## config.mk

```make
export PLATFORM = sky130hd
export DESIGN_NAME = bisection_polynomial_root_top
export DESIGN_NICKNAME = d
export VERILOG_FILES = /design/src/hw/rtl/bpr_pkg.sv /design/src/hw/rtl/bpr_regs.sv /design/src/hw/rtl/bpr_horner.sv /design/src/hw/rtl/bisection_polynomial_root_top.sv
export SDC_FILE = /design/constraint.sdc
export NUM_CORES = 2
export LEC_CHECK = 0
export BUFFER_PORTS_ARGS = -buffer_cell sky130_fd_sc_hd__buf_2
export CAP_MARGIN = 15
export CORE_ASPECT_RATIO = 2
export CORE_UTILIZATION = 59
export DETAILED_ROUTE_END_ITERATION = 10
export PLACE_DENSITY = 0.77
export SETUP_SLACK_MARGIN = 0.1
export SLEW_MARGIN = 20
export SYNTH_ARGS = -nofsm -noshare
export SYNTH_HDL_FRONTEND = slang
export SYNTH_SLANG_ARGS = --single-unit
export TNS_END_PERCENT = 50
```

## constraint.sdc

```tcl
create_clock -name clk -period 14.8 [get_ports clk]
set_input_delay 2.22 -clock clk [delete_from_list [all_inputs] [get_ports clk]]
set_output_delay 2.22 -clock clk [all_outputs]
set_load 0.01 [all_outputs]
```

## src/hw/rtl/bpr_pkg.sv

```systemverilog
`default_nettype none
package bpr_pkg;

  // Sizing of the search and of the arithmetic.
  localparam int MAX_STEPS  = 32;
  localparam int MAX_DEGREE = 6;
  localparam int FRAC_BITS  = 16;

  // At most 32 results per item, so the halving count never exceeds that.
  localparam int STEP_CAP   = (MAX_STEPS < 32) ? MAX_STEPS : 32;
  localparam int STEP_W     = $clog2(STEP_CAP + 1);
  localparam int IDX_W      = (MAX_DEGREE < 2) ? 1 : $clog2(MAX_DEGREE + 1);

  localparam int ADDR_W     = 5;

  typedef logic [31:0] word_t;
  typedef word_t [MAX_DEGREE:0] coef_arr_t;

  // Register map, by word index.
  typedef enum logic [2:0] {
    REG_DEGREE = 3'd0,
    REG_COEF0  = 3'd1,
    REG_COEF1  = 3'd2,
    REG_COEF2  = 3'd3,
    REG_COEF3  = 3'd4,
    REG_COEF4  = 3'd5,
    REG_COEF5  = 3'd6,
    REG_COEF6  = 3'd7
  } reg_idx_t;

  // Result status codes.
  typedef enum logic [1:0] {
    ST_ROW     = 2'd0,
    ST_NO_ROOT = 2'd1,
    ST_INVALID = 2'd2
  } status_t;

  // Clamp a signed 64-bit value to the signed 32-bit range.
  function automatic word_t sat32(input logic signed [63:0] v);
    word_t r;
    if (v > 64'sh0000_0000_7FFF_FFFF) begin
      r = 32'h7FFF_FFFF;
    end else if (v < -64'sh0000_0000_8000_0000) begin
      r = 32'h8000_0000;
    end else begin
      r = v[31:0];
    end
    return r;
  endfunction

endpackage
`default_nettype wire

```

## src/hw/rtl/bpr_regs.sv

```systemverilog
`default_nettype none
module bpr_regs (
  input  wire logic                       clk,
  input  wire logic                       rst_n,
  input  wire logic                       psel,
  input  wire logic                       penable,
  input  wire logic                       pwrite,
  input  wire logic [bpr_pkg::ADDR_W-1:0] paddr,
  input  wire logic [31:0]                pwdata,
  output logic      [31:0]                prdata,
  output logic                            pready,
  output logic      [2:0]                 degree,
  output bpr_pkg::coef_arr_t              coef
);
  import bpr_pkg::*;

  logic [2:0] degree_r;
  coef_arr_t  coef_r;
  reg_idx_t   idx;
  logic       wr_en;

  assign idx    = reg_idx_t'(paddr[4:2]);
  assign wr_en  = psel & penable & pwrite;
  assign pready = 1'b1;

  always_ff @(posedge clk) begin
    if (!rst_n) begin
      degree_r <= 3'd2;
      coef_r   <= '0;
    end else if (wr_en) begin
      if (idx == REG_DEGREE) begin
        degree_r <= pwdata[2:0];
      end else if (32'(idx) - 1 <= MAX_DEGREE) begin
        coef_r[IDX_W'(32'(idx) - 1)] <= pwdata;
      end
    end
  end

  // Every coefficient register reads back as written, whatever the degree.
  always_comb begin
    if (idx == REG_DEGREE) begin
      prdata = {29'd0, degree_r};
    end else if (32'(idx) - 1 <= MAX_DEGREE) begin
      prdata = coef_r[IDX_W'(32'(idx) - 1)];
    end else begin
      prdata = '0;
    end
  end

  assign degree = degree_r;
  assign coef   = coef_r;

endmodule
`default_nettype wire

```

## src/hw/rtl/bpr_horner.sv

```systemverilog
`default_nettype none
module bpr_horner (
  input  wire logic               clk,
  input  wire logic               rst_n,
  input  wire logic               start,
  input  wire logic signed [31:0] x,
  input  wire logic [2:0]         degree,
  input  wire bpr_pkg::coef_arr_t coef,
  output logic                    done,
  output logic signed [31:0]      value
);
  import bpr_pkg::*;

  typedef enum logic [2:0] {
    H_IDLE = 3'b001,
    H_MUL  = 3'b010,
    H_ADD  = 3'b100
  } hstate_t;

  hstate_t            state_r, state_nxt;
  logic               done_r, done_nxt;
  logic [IDX_W-1:0]   idx_r, idx_nxt;
  logic signed [31:0] acc_r, acc_nxt;
  logic signed [31:0] x_r, x_nxt;
  logic signed [63:0] prod_r, prod_nxt;
  logic [IDX_W-1:0]   top_idx;
  logic signed [63:0] shifted;
  word_t              scaled;
  word_t              cadd;
  logic signed [63:0] sum;

  assign top_idx = (32'(degree) > MAX_DEGREE) ? IDX_W'(MAX_DEGREE) : IDX_W'(degree);
  assign shifted = prod_r >>> FRAC_BITS;
  assign scaled  = sat32(shifted);
  assign cadd    = coef[idx_r - 1'b1];
  assign sum     = $signed({{32{scaled[31]}}, scaled}) + $signed({{32{cadd[31]}}, cadd});

  always_comb begin
    state_nxt = state_r;
    done_nxt  = 1'b0;
    idx_nxt   = idx_r;
    acc_nxt   = acc_r;
    x_nxt     = x_r;
    prod_nxt  = prod_r;
    case (state_r)
      H_IDLE: begin
        if (start) begin
          acc_nxt = $signed(coef[top_idx]);
          idx_nxt = top_idx;
          x_nxt   = x;
          if (top_idx == '0) begin
            done_nxt = 1'b1;
          end else begin
            state_nxt = H_MUL;
          end
        end
      end
      H_MUL: begin
        prod_nxt  = 64'(acc_r) * 64'(x_r);
        state_nxt = H_ADD;
      end
      H_ADD: begin
        acc_nxt = $signed(sat32(sum));
        idx_nxt = idx_r - 1'b1;
        if (idx_r == IDX_W'(1)) begin
          done_nxt  = 1'b1;
          state_nxt = H_IDLE;
        end else begin
          state_nxt = H_MUL;
        end
      end
      default: state_nxt = H_IDLE;
    endcase
  end

  always_ff @(posedge clk) begin
    if (!rst_n) begin
      state_r <= H_IDLE;
      done_r  <= 1'b0;
    end else begin
      state_r <= state_nxt;
      done_r  <= done_nxt;
    end
    idx_r  <= idx_nxt;
    acc_r  <= acc_nxt;
    x_r    <= x_nxt;
    prod_r <= prod_nxt;
  end

  assign done  = done_r;
  assign value = acc_r;

endmodule
`default_nettype wire

```

## src/hw/rtl/bisection_polynomial_root_top.sv

```systemverilog
`default_nettype none
// Bisection root search on a polynomial of degree up to six held in the
// configuration registers, all values signed Q16.16. An item is taken when
// start is high and busy is low, and it yields either one error result
// (status 2 for a bad interval or tolerance, status 1 when f has no strict
// sign change over the interval) or one table row per halving, the final
// result of every item carrying last. Each result appears for a single cycle
// under out_valid and cannot be held off, so the receiver must take it then.
// An invalid item is answered in the cycle after it is taken and leaves the
// block free. Every other item keeps busy high throughout: all evaluations
// go through one Horner unit with a single 32 by 32 multiplier, a multiply
// and then an add per degree, so the next item waits until this one's last
// result. Configuration may only be written while the block is idle.
module bisection_polynomial_root_top (
  input  wire logic                       clk,
  input  wire logic                       rst_n,
  // Request channel.
  input  wire logic                       start,
  output logic                            busy,
  input  wire logic signed [31:0]         in_interval_start,
  input  wire logic signed [31:0]         in_interval_end,
  input  wire logic signed [31:0]         in_tolerance,
  // Result channel.
  output logic                            out_valid,
  output logic [5:0]                      out_step_index,
  output logic signed [31:0]              out_lower_end,
  output logic signed [31:0]              out_upper_end,
  output logic signed [31:0]              out_midpoint,
  output logic signed [31:0]              out_value_at_lower,
  output logic signed [31:0]              out_value_at_upper,
  output logic signed [31:0]              out_value_at_mid,
  output logic                            out_root_in_lower_half,
  output logic [1:0]                      out_status,
  output logic                            out_last,
  // Configuration port.
  input  wire logic                       psel,
  input  wire logic                       penable,
  input  wire logic                       pwrite,
  input  wire logic [bpr_pkg::ADDR_W-1:0] paddr,
  input  wire logic [31:0]                pwdata,
  output logic      [31:0]                prdata,
  output logic                            pready
);
  import bpr_pkg::*;

  // Sequencer states: evaluate both ends, check the sign change, work out
  // the number of halvings, then evaluate one midpoint per halving.
  typedef enum logic [5:0] {
    S_IDLE     = 6'b000001,
    S_EVAL_LO  = 6'b000010,
    S_EVAL_HI  = 6'b000100,
    S_CHECK    = 6'b001000,
    S_COUNT    = 6'b010000,
    S_EVAL_MID = 6'b100000
  } state_t;

  state_t             state_r, state_nxt;

  // Working interval and the polynomial values at its ends.
  logic signed [31:0] cur_lower_r, cur_lower_nxt;
  logic signed [31:0] cur_upper_r, cur_upper_nxt;
  logic signed [31:0] val_lower_r, val_lower_nxt;
  logic signed [31:0] val_upper_r, val_upper_nxt;
  logic signed [31:0] mid_r, mid_nxt;

  // Halving count: the tolerance is doubled until it covers the width.
  logic [33:0]        tol_r, tol_nxt;
  logic [31:0]        width_r, width_nxt;
  logic [STEP_W-1:0]  k_r, k_nxt;
  logic [STEP_W-1:0]  steps_left_r, steps_left_nxt;
  logic [STEP_W-1:0]  step_idx_r, step_idx_nxt;

  // Result register.
  logic               out_valid_r, out_valid_nxt;
  logic [5:0]         step_index_r, step_index_nxt;
  logic signed [31:0] o_lower_r, o_lower_nxt;
  logic signed [31:0] o_upper_r, o_upper_nxt;
  logic signed [31:0] o_mid_r, o_mid_nxt;
  logic signed [31:0] o_vlo_r, o_vlo_nxt;
  logic signed [31:0] o_vhi_r, o_vhi_nxt;
  logic signed [31:0] o_vmid_r, o_vmid_nxt;
  logic               o_flag_r, o_flag_nxt;
  status_t            o_status_r, o_status_nxt;
  logic               o_last_r, o_last_nxt;

  // Shared evaluator and the configuration registers.
  logic               hrn_start;
  logic signed [31:0] hrn_x;
  logic               hrn_done;
  logic signed [31:0] hrn_value;
  logic [2:0]         degree;
  coef_arr_t          coef;

  logic               accept;
  logic               bad_item;
  logic signed [32:0] span;
  logic signed [32:0] mid_sum;
  logic signed [31:0] first_mid;
  logic               flag;
  logic signed [31:0] nl, nu;
  logic signed [32:0] next_sum;
  logic               ends_opposite;

  bpr_regs u_regs (
    .clk     (clk),
    .rst_n   (rst_n),
    .psel    (psel),
    .penable (penable),
    .pwrite  (pwrite),
    .paddr   (paddr),
    .pwdata  (pwdata),
    .prdata  (prdata),
    .pready  (pready),
    .degree  (degree),
    .coef    (coef)
  );

  bpr_horner u_horner (
    .clk    (clk),
    .rst_n  (rst_n),
    .start  (hrn_start),
    .x      (hrn_x),
    .degree (degree),
    .coef   (coef),
    .done   (hrn_done),
    .value  (hrn_value)
  );

  assign busy     = (state_r != S_IDLE);
  assign accept   = start & ~busy;
  assign bad_item = (in_interval_end <= in_interval_start) || (in_tolerance <= 32'sd0);
  assign span     = {cur_upper_r[31], cur_upper_r} - {cur_lower_r[31], cur_lower_r};

  // Midpoints are taken over a 33-bit sum so that they cannot overflow, and
  // the arithmetic shift rounds towards minus infinity.
  assign mid_sum   = {cur_lower_r[31], cur_lower_r} + {cur_upper_r[31], cur_upper_r};
  assign first_mid = mid_sum[32:1];

  assign ends_opposite = ((val_lower_r < 0) && (val_upper_r > 0)) ||
                         ((val_lower_r > 0) && (val_upper_r < 0));
  assign flag = ((val_lower_r < 0) && (hrn_value > 0)) ||
                ((val_lower_r > 0) && (hrn_value < 0));

  // Interval after the current halving, used to start the next one at once.
  assign nl       = flag ? cur_lower_r : mid_r;
  assign nu       = flag ? mid_r : cur_upper_r;
  assign next_sum = {nl[31], nl} + {nu[31], nu};

  always_comb begin
    state_nxt      = state_r;
    cur_lower_nxt  = cur_lower_r;
    cur_upper_nxt  = cur_upper_r;
    val_lower_nxt  = val_lower_r;
    val_upper_nxt  = val_upper_r;
    mid_nxt        = mid_r;
    tol_nxt        = tol_r;
    width_nxt      = width_r;
    k_nxt          = k_r;
    steps_left_nxt = steps_left_r;
    step_idx_nxt   = step_idx_r;
    out_valid_nxt  = 1'b0;
    step_index_nxt = step_index_r;
    o_lower_nxt    = o_lower_r;
    o_upper_nxt    = o_upper_r;
    o_mid_nxt      = o_mid_r;
    o_vlo_nxt      = o_vlo_r;
    o_vhi_nxt      = o_vhi_r;
    o_vmid_nxt     = o_vmid_r;
    o_flag_nxt     = o_flag_r;
    o_status_nxt   = o_status_r;
    o_last_nxt     = o_last_r;
    hrn_start      = 1'b0;
    hrn_x          = in_interval_start;

    case (state_r)
      S_IDLE: begin
        if (accept) begin
          if (bad_item) begin
            // Rejected at once: a single invalid result echoing the ends.
            out_valid_nxt  = 1'b1;
            step_index_nxt = '0;
            o_lower_nxt    = in_interval_start;
            o_upper_nxt    = in_interval_end;
            o_mid_nxt      = '0;
            o_vlo_nxt      = '0;
            o_vhi_nxt      = '0;
            o_vmid_nxt     = '0;
            o_flag_nxt     = 1'b0;
            o_status_nxt   = ST_INVALID;
            o_last_nxt     = 1'b1;
          end else begin
            cur_lower_nxt = in_interval_start;
            cur_upper_nxt = in_interval_end;
            tol_nxt       = {2'b00, in_tolerance};
            hrn_start     = 1'b1;
            hrn_x         = in_interval_start;
            state_nxt     = S_EVAL_LO;
          end
        end
      end

      S_EVAL_LO: begin
        if (hrn_done) begin
          val_lower_nxt = hrn_value;
          hrn_start     = 1'b1;
          hrn_x         = cur_upper_r;
          state_nxt     = S_EVAL_HI;
        end
      end

      S_EVAL_HI: begin
        if (hrn_done) begin
          val_upper_nxt = hrn_value;
          state_nxt     = S_CHECK;
        end
      end

      S_CHECK: begin
        if (!ends_opposite) begin
          // No strict sign change: report the ends and their values.
          out_valid_nxt  = 1'b1;
          step_index_nxt = '0;
          o_lower_nxt    = cur_lower_r;
          o_upper_nxt    = cur_upper_r;
          o_mid_nxt      = '0;
          o_vlo_nxt      = val_lower_r;
          o_vhi_nxt      = val_upper_r;
          o_vmid_nxt     = '0;
          o_flag_nxt     = 1'b0;
          o_status_nxt   = ST_NO_ROOT;
          o_last_nxt     = 1'b1;
          state_nxt      = S_IDLE;
        end else begin
          width_nxt = span[31:0];
          k_nxt     = '0;
          state_nxt = S_COUNT;
        end
      end

      S_COUNT: begin
        if ((tol_r < {2'b00, width_r}) && (32'(k_r) < STEP_CAP)) begin
          tol_nxt = {tol_r[32:0], 1'b0};
          k_nxt   = k_r + 1'b1;
        end else begin
          // At least one halving is always made.
          steps_left_nxt = (k_r == '0) ? STEP_W'(1) : k_r;
          step_idx_nxt   = '0;
          mid_nxt        = first_mid;
          hrn_start      = 1'b1;
          hrn_x          = first_mid;
          state_nxt      = S_EVAL_MID;
        end
      end

      S_EVAL_MID: begin
        if (hrn_done) begin
          out_valid_nxt  = 1'b1;
          step_index_nxt = 6'(step_idx_r) + 6'd1;
          o_lower_nxt    = cur_lower_r;
          o_upper_nxt    = cur_upper_r;
          o_mid_nxt      = mid_r;
          o_vlo_nxt      = val_lower_r;
          o_vhi_nxt      = val_upper_r;
          o_vmid_nxt     = hrn_value;
          o_flag_nxt     = flag;
          o_status_nxt   = ST_ROW;
          o_last_nxt     = (steps_left_r == STEP_W'(1));

          // The half that keeps the sign change survives.
          if (flag) begin
            cur_upper_nxt = mid_r;
            val_upper_nxt = hrn_value;
          end else begin
            cur_lower_nxt = mid_r;
            val_lower_nxt = hrn_value;
          end
          steps_left_nxt = steps_left_r - 1'b1;
          step_idx_nxt   = step_idx_r + 1'b1;

          if (steps_left_r == STEP_W'(1)) begin
            state_nxt = S_IDLE;
          end else begin
            mid_nxt   = next_sum[32:1];
            hrn_start = 1'b1;
            hrn_x     = next_sum[32:1];
          end
        end
      end

      default: state_nxt = S_IDLE;
    endcase
  end

  always_ff @(posedge clk) begin
    if (!rst_n) begin
      state_r     <= S_IDLE;
      out_valid_r <= 1'b0;
    end else begin
      state_r     <= state_nxt;
      out_valid_r <= out_valid_nxt;
    end
    cur_lower_r  <= cur_lower_nxt;
    cur_upper_r  <= cur_upper_nxt;
    val_lower_r  <= val_lower_nxt;
    val_upper_r  <= val_upper_nxt;
    mid_r        <= mid_nxt;
    tol_r        <= tol_nxt;
    width_r      <= width_nxt;
    k_r          <= k_nxt;
    steps_left_r <= steps_left_nxt;
    step_idx_r   <= step_idx_nxt;
    step_index_r <= step_index_nxt;
    o_lower_r    <= o_lower_nxt;
    o_upper_r    <= o_upper_nxt;
    o_mid_r      <= o_mid_nxt;
    o_vlo_r      <= o_vlo_nxt;
    o_vhi_r      <= o_vhi_nxt;
    o_vmid_r     <= o_vmid_nxt;
    o_flag_r     <= o_flag_nxt;
    o_status_r   <= o_status_nxt;
    o_last_r     <= o_last_nxt;
  end

  assign out_valid              = out_valid_r;
  assign out_step_index         = step_index_r;
  assign out_lower_end          = o_lower_r;
  assign out_upper_end          = o_upper_r;
  assign out_midpoint           = o_mid_r;
  assign out_value_at_lower     = o_vlo_r;
  assign out_value_at_upper     = o_vhi_r;
  assign out_value_at_mid       = o_vmid_r;
  assign out_root_in_lower_half = o_flag_r;
  assign out_status             = o_status_r;
  assign out_last               = o_last_r;

endmodule
`default_nettype wire

```

After elaboration in Yosys (flattened, before gate mapping) --
Index checks and enable logic that the tools add are counted.
Storage, ports and cells: input port bits 139, memory bits (writable) 0, bits in read-only memories 0, flip-flop bits (word level) 815, memories kept 0, latch bits 0, output and inout port bits 237
Cells by class: divide/modulo/power cells 0, shift-type cells 0, bitwise logic cells 5, equality and inequality tests 28, add/sub/neg operators 9, magnitude comparators 20, mux-type cells 129, multipliers 1, reductions and logical operators 35
Operator list (number):
- 2-to-1 mux 32 bit | 47
- case mux 32 bit (3 select lines) | 7
- case mux 32 bit (2 select lines) | 6
- binary-select mux 32 bit (select 3 bit) | 3
- bitwise mux 224 bit | 1
- 2-to-1 mux 34 bit | 3
- 2-to-1 mux 6 bit | 17
- adder 32 x 32 -> 33 bit | 3
- demux 32 bit (select 3 bit) | 1
- greater-than comparator 32 x 1 -> 1 bit (second input constant) | 3
- less-than comparator 32 x 1 -> 1 bit (second input constant) | 3
- case mux 34 bit (2 select lines) | 1
- greater-than comparator 64 x 32 -> 1 bit (second input constant) | 1
- less-than comparator 64 x 32 -> 1 bit (second input constant) | 1
- multiplier 32 x 32 -> 64 bit | 1
- greater-than comparator 48 x 32 -> 1 bit (second input constant) | 1
- less-than comparator 48 x 32 -> 1 bit (second input constant) | 1
- case mux 6 bit (2 select lines) | 3
- case mux 6 bit (6 select lines) | 1
- less-than comparator 34 x 32 -> 1 bit | 1
- <= comparator 32 x 1 -> 1 bit (second input constant) | 1
- <= comparator 32 x 3 -> 1 bit (second input constant) | 1
- <= comparator 32 bit | 1
- subtractor 32 bit | 1
- 44 further kinds | 118

Logic depth before layout (Yosys ltp) --
depth after elaboration 8, depth in mapped cells 29

Hierarchy --
From an unflattened synthesis, not the netlist that was laid out.
Unflattened totals: cells, all modules 8498, area, all modules 81643.3 um^2
Modules (own cells, without submodules):
- bpr_horner | instances 1, cells an instance 4762, area each 45034.4 um^2
- bisection_polynomial_root_top | instances 1, cells an instance 2394, area each 25638.3 um^2
- bpr_regs | instances 1, cells an instance 1342, area each 10970.5 um^2

Worst setup path before layout --
OpenSTA, ideal clock, no wires.
path kind input to register, start in in_interval_start[17], end reg o_last_r (netlist: out_last), enable pin, arrival 12.912 ns, slack 1.121 ns, setup time 0.767 ns, stages on the path 14, required time 14.033 ns, cells stage by stage inv_1 ha_1 a21o_1 a21o_1 a21o_1 a21o_1 a21oi_1 o2bb2ai_1 a2111o_1 nor3b_1 xor2_1 and2_1 o311a_1 nor2_1
Between the ends: word-level cells in the longest chain between the ends 4
Ends and longest elaborated chain:
- start, declared | RTL line bisection_polynomial_root_top.sv:20 | input wire logic signed [31:0] in_interval_start,
- <= comparator 32 bit | RTL line bisection_polynomial_root_top.sv:131 | assign bad_item = (in_interval_end <= in_interval_start) || (in_tolerance <= 32'sd0);
- logical OR 1 bit | RTL line bisection_polynomial_root_top.sv:131
- inequality test 2 bit (no source line)
- AND reduction 5 bit (no source line)
- end signal, assigned | RTL line bisection_polynomial_root_top.sv:321 | o_last_r <= o_last_nxt;
- end, declared | RTL line bisection_polynomial_root_top.sv:84 | logic o_last_r, o_last_nxt;
Every way passes these cells. A chain may end at the register's enable or synchronous reset.

Worst setup path in the final report --
start reg u_horner.acc_r[16] (netlist: u_horner.value[16]), end reg u_horner.prod_r[63] (data pin)
Between the ends: word-level cells in the longest chain between the ends 1
Ends and longest elaborated chain:
- start, declared | RTL line bpr_horner.sv:23 | logic signed [31:0] acc_r, acc_nxt;
- start signal, assigned | RTL line bpr_horner.sv:85 | acc_r <= acc_nxt;
- multiplier 32 x 32 -> 64 bit | RTL line bpr_horner.sv:59 | prod_nxt = 64'(acc_r) * 64'(x_r);
- end signal, assigned | RTL line bpr_horner.sv:87 | prod_r <= prod_nxt;
- end, declared | RTL line bpr_horner.sv:25 | logic signed [63:0] prod_r, prod_nxt;
Every way passes these cells.

==> results.md <==
* CTS Buf Count at 74
* Root Driver: clkbuf_16
* Post-synthesis sequential area ratio at 0.271
* DRT Pass-1 Iters at 10
* Syn_nets at 9902
* Io pins at ~380
* Reg2Reg Setup Slack at 5.69 ns
* Post-layout minimum cycle time at 9.11 ns
* Main synth FF type: edfxtp_1
* Synth Register Bits at roughly 800
* Final HPWL DP at between 150 and 200 mm
* Least-Margin Pin Slew at 1.23 ns
* Worst Setup Start Kind: flop
* Post-Syn Area at 79800 um^2
* First-pass GRT wire length at 392 mm
* Setup TNS at 0 ns
* Initial DRC Count at approximately 6.3k
* # setup viols final at 0
* Share of Yosys cell area claimed by the top area cell type at 0.272
* Most frequent cells in the layout: 1355 x nand2_1, 1146 x inv_1, 1085 x fa_1
* Clk_lat worst skew at 0.70 ns
* Skew final at 0.0393 ns
* Fill cells at 10.9k
* Via density per instance at 6.30
* Clk sinks at 799
* EDFF count, synth at 561
* Critical path required time at 15.22 ns
* GPL Wtd Cong at 0.998
* # DRC at 0
* Synth-to-layout area growth at 7.62%
* Relative slew slack at 0.182
* Max Slew Vio Count at 0
* CTS tree: built
* Core Area at about 130000 um^2
* Antenna Nets Post-Route at 0
* Outcome: finished, final reports clean
* Row count at between 150 and 200
* Hold Crit Class: flop to flop
* Hold Buf Count CTS at 0
* Final worst path period share at 0.615
* H-tree depth at 3
* Gate Count Post-Synth at roughly 8.3k
* CTS resizes at 0
* Syn_area_per_cell at 9.61 um^2
* Start of the worst register-to-register path: u_horner.value[16]
* Synth area leaders: fa_1 27%, edfxtp_1 21%, nand2_1 6.4%
* All-Layer GR Usage at 0.384
* Setup Buffers After CTS at 0
* Grt total ovfl at 0
* Ys Warns at 0
* Die width at 262 um
* # Max-Cap Violations at 0
* Crit path arrival time at 9.53 ns
* Max Clk Rate at around 110 MHz
* Initial antenna violation count at 31
* Post-synth top area cell: fa_1
* DR WL/cell at 25.2 um
* Fin. Hold Viols at 0
* Min-delay src: u_regs.coef[27]
* Share of cells above drive strength 1 at 0.106
* NumNets Final at roughly 10k
* Routed vias at around 64k
* Critical Path End Type: flop
* Setup Crit Path Kind: flop to flop
* Clock buffer depth at 3
* Hold Crit Depth at 2
* Max Fanout on Critical Path at 36
* DRT Wirelength at 257 mm
* Most common cell after layout, fill and taps aside: nand2_1
* FF-to-FF path depth at 26
* Pin count of the biggest net entering global routing at 126
* Port Buf Inserts at 372
* Ys async rst share at 0
* Max FFs per register at 224
* Initial Util at 0.595
* WHS Endpoint: u_regs.coef[27]
* Die H at around 520 um
* RSZ-0062 raised after global routing: no
* Reg-to-reg endpoint: u_horner.prod_r[63]
* Vias in the first global route at 68.2k
* Area of the die at 137000 um^2
* Synth unique cells at 98
* Clock transition at the registers of the reported paths at 0.07 ns
## stage by stage
stage          hold WS [ns]  cell area (um^2)  setup slack (ns)  std cells   util
2_1_floorplan         0.439             79800              1.12       8300      -
3_3_place_gp          0.465             83200              6.01      10000  0.621
3_5_place_dp          0.473             83200              5.87      10000  0.621
4_1_cts               0.482             85800              5.81      10200  0.640
5_1_grt               0.501             85800              5.43      10200  0.640
6_report              0.479             85900              5.69      10200  0.640
## worst max path at each step
| stage | startpoint | end | slack, ns | cells past startpoint |
|---|---|---|---|---|
| 2_1_floorplan | in_interval_start[17] | out_last | 1.12 | 14 |
| 3_3_place_gp | u_horner.x_r[5] | u_horner.prod_r[63] | 6.01 | 28 |
| 3_5_place_dp | u_horner.value[31] | u_horner.prod_r[63] | 5.87 | 21 |
| 4_1_cts | u_horner.x_r[2] | u_horner.prod_r[63] | 5.81 | 21 |
| 5_1_grt | u_horner.value[31] | u_horner.prod_r[63] | 5.43 | 21 |
| 6_report | u_horner.value[16] | u_horner.prod_r[63] | 5.69 | 26 |
## worst max-delay path: stages (launching register included)
cell and delay [ns]:
edfxtp_1 0.33, buf_4 0.55, and2_1 0.25, fa_1 0.57, fa_1 0.60, fa_1 0.57
inv_1 0.06, fa_1 0.48, inv_1 0.06, fa_1 0.48, fa_1 0.59, fa_1 0.44
fa_1 0.39, ha_1 0.39, a21oi_1 0.28, o21ai_1 0.15, a2111oi_2 0.41, o211ai_1 0.18
o21ai_2 0.32, a22oi_1 0.11, buf_4 0.21, o21ai_2 0.24, o21ai_2 0.15, a31oi_4 0.29
o21ai_1 0.22, a221oi_1 0.37, xnor2_1 0.12
## cells in the mapped netlist (53+ instances only)
cell,n
nor2b_1,126
xor2_1,53
inv_1,1146
and2_1,591
a211oi_1,90
edfxtp_1,561
clkbuf_1,454
nor2_1,259
xnor2_1,134
o21ai_0,230
mux2_2,148
mux2i_1,53
a21oi_1,536
o22ai_1,61
a21o_1,102
ha_1,378
a221oi_1,73
fa_1,1085
nor3_1,60
dfxtp_1,238
nand2_1,1356
## routing by layer
| layer | GRT usage | vias to the layer above | routed length [um] |
|---|---|---|---|
| li1 | - | 27200 | - |
| met1 | 0.421 | 31500 | 81300 |
| met2 | 0.632 | 4066 | 124000 |
| met3 | 0.0889 | 1464 | 26300 |
| met4 | 0.309 | 35 | 25200 |
| met5 | 0 | - | 302 |
## logic make-up after synthesis
group | share of synthesized area
and+or+nand+nor | 0.154
xor gates and xnor gates | 0.0205
DFF | 0.271
AOI/OAI and AO/OA | 0.107
other | 0.0000470
buffers and inverters | 0.0772
adders and majority gates | 0.332
muxes | 0.0387
## final cells by class
cell class / count / area [um^2] / area share
Antenna cell: 16 / 40.0 / 0.000466
Clock buffer: 93 / 2090 / 0.0243
Clock inverter: 42 / 479 / 0.00558
Inverter: 1150 / 4320 / 0.0503
Multi-Input combinational cell: 5869 / 52300 / 0.609
Sequential cell: 799 / 21600 / 0.252
Tap cell: 1728 / 2160 / 0.0252
Timing Repair Buffer: 503 / 2890 / 0.0336
Power is not shown: default switching activity piles up to over one toggle a cycle in this logic, so the estimate is an artifact.
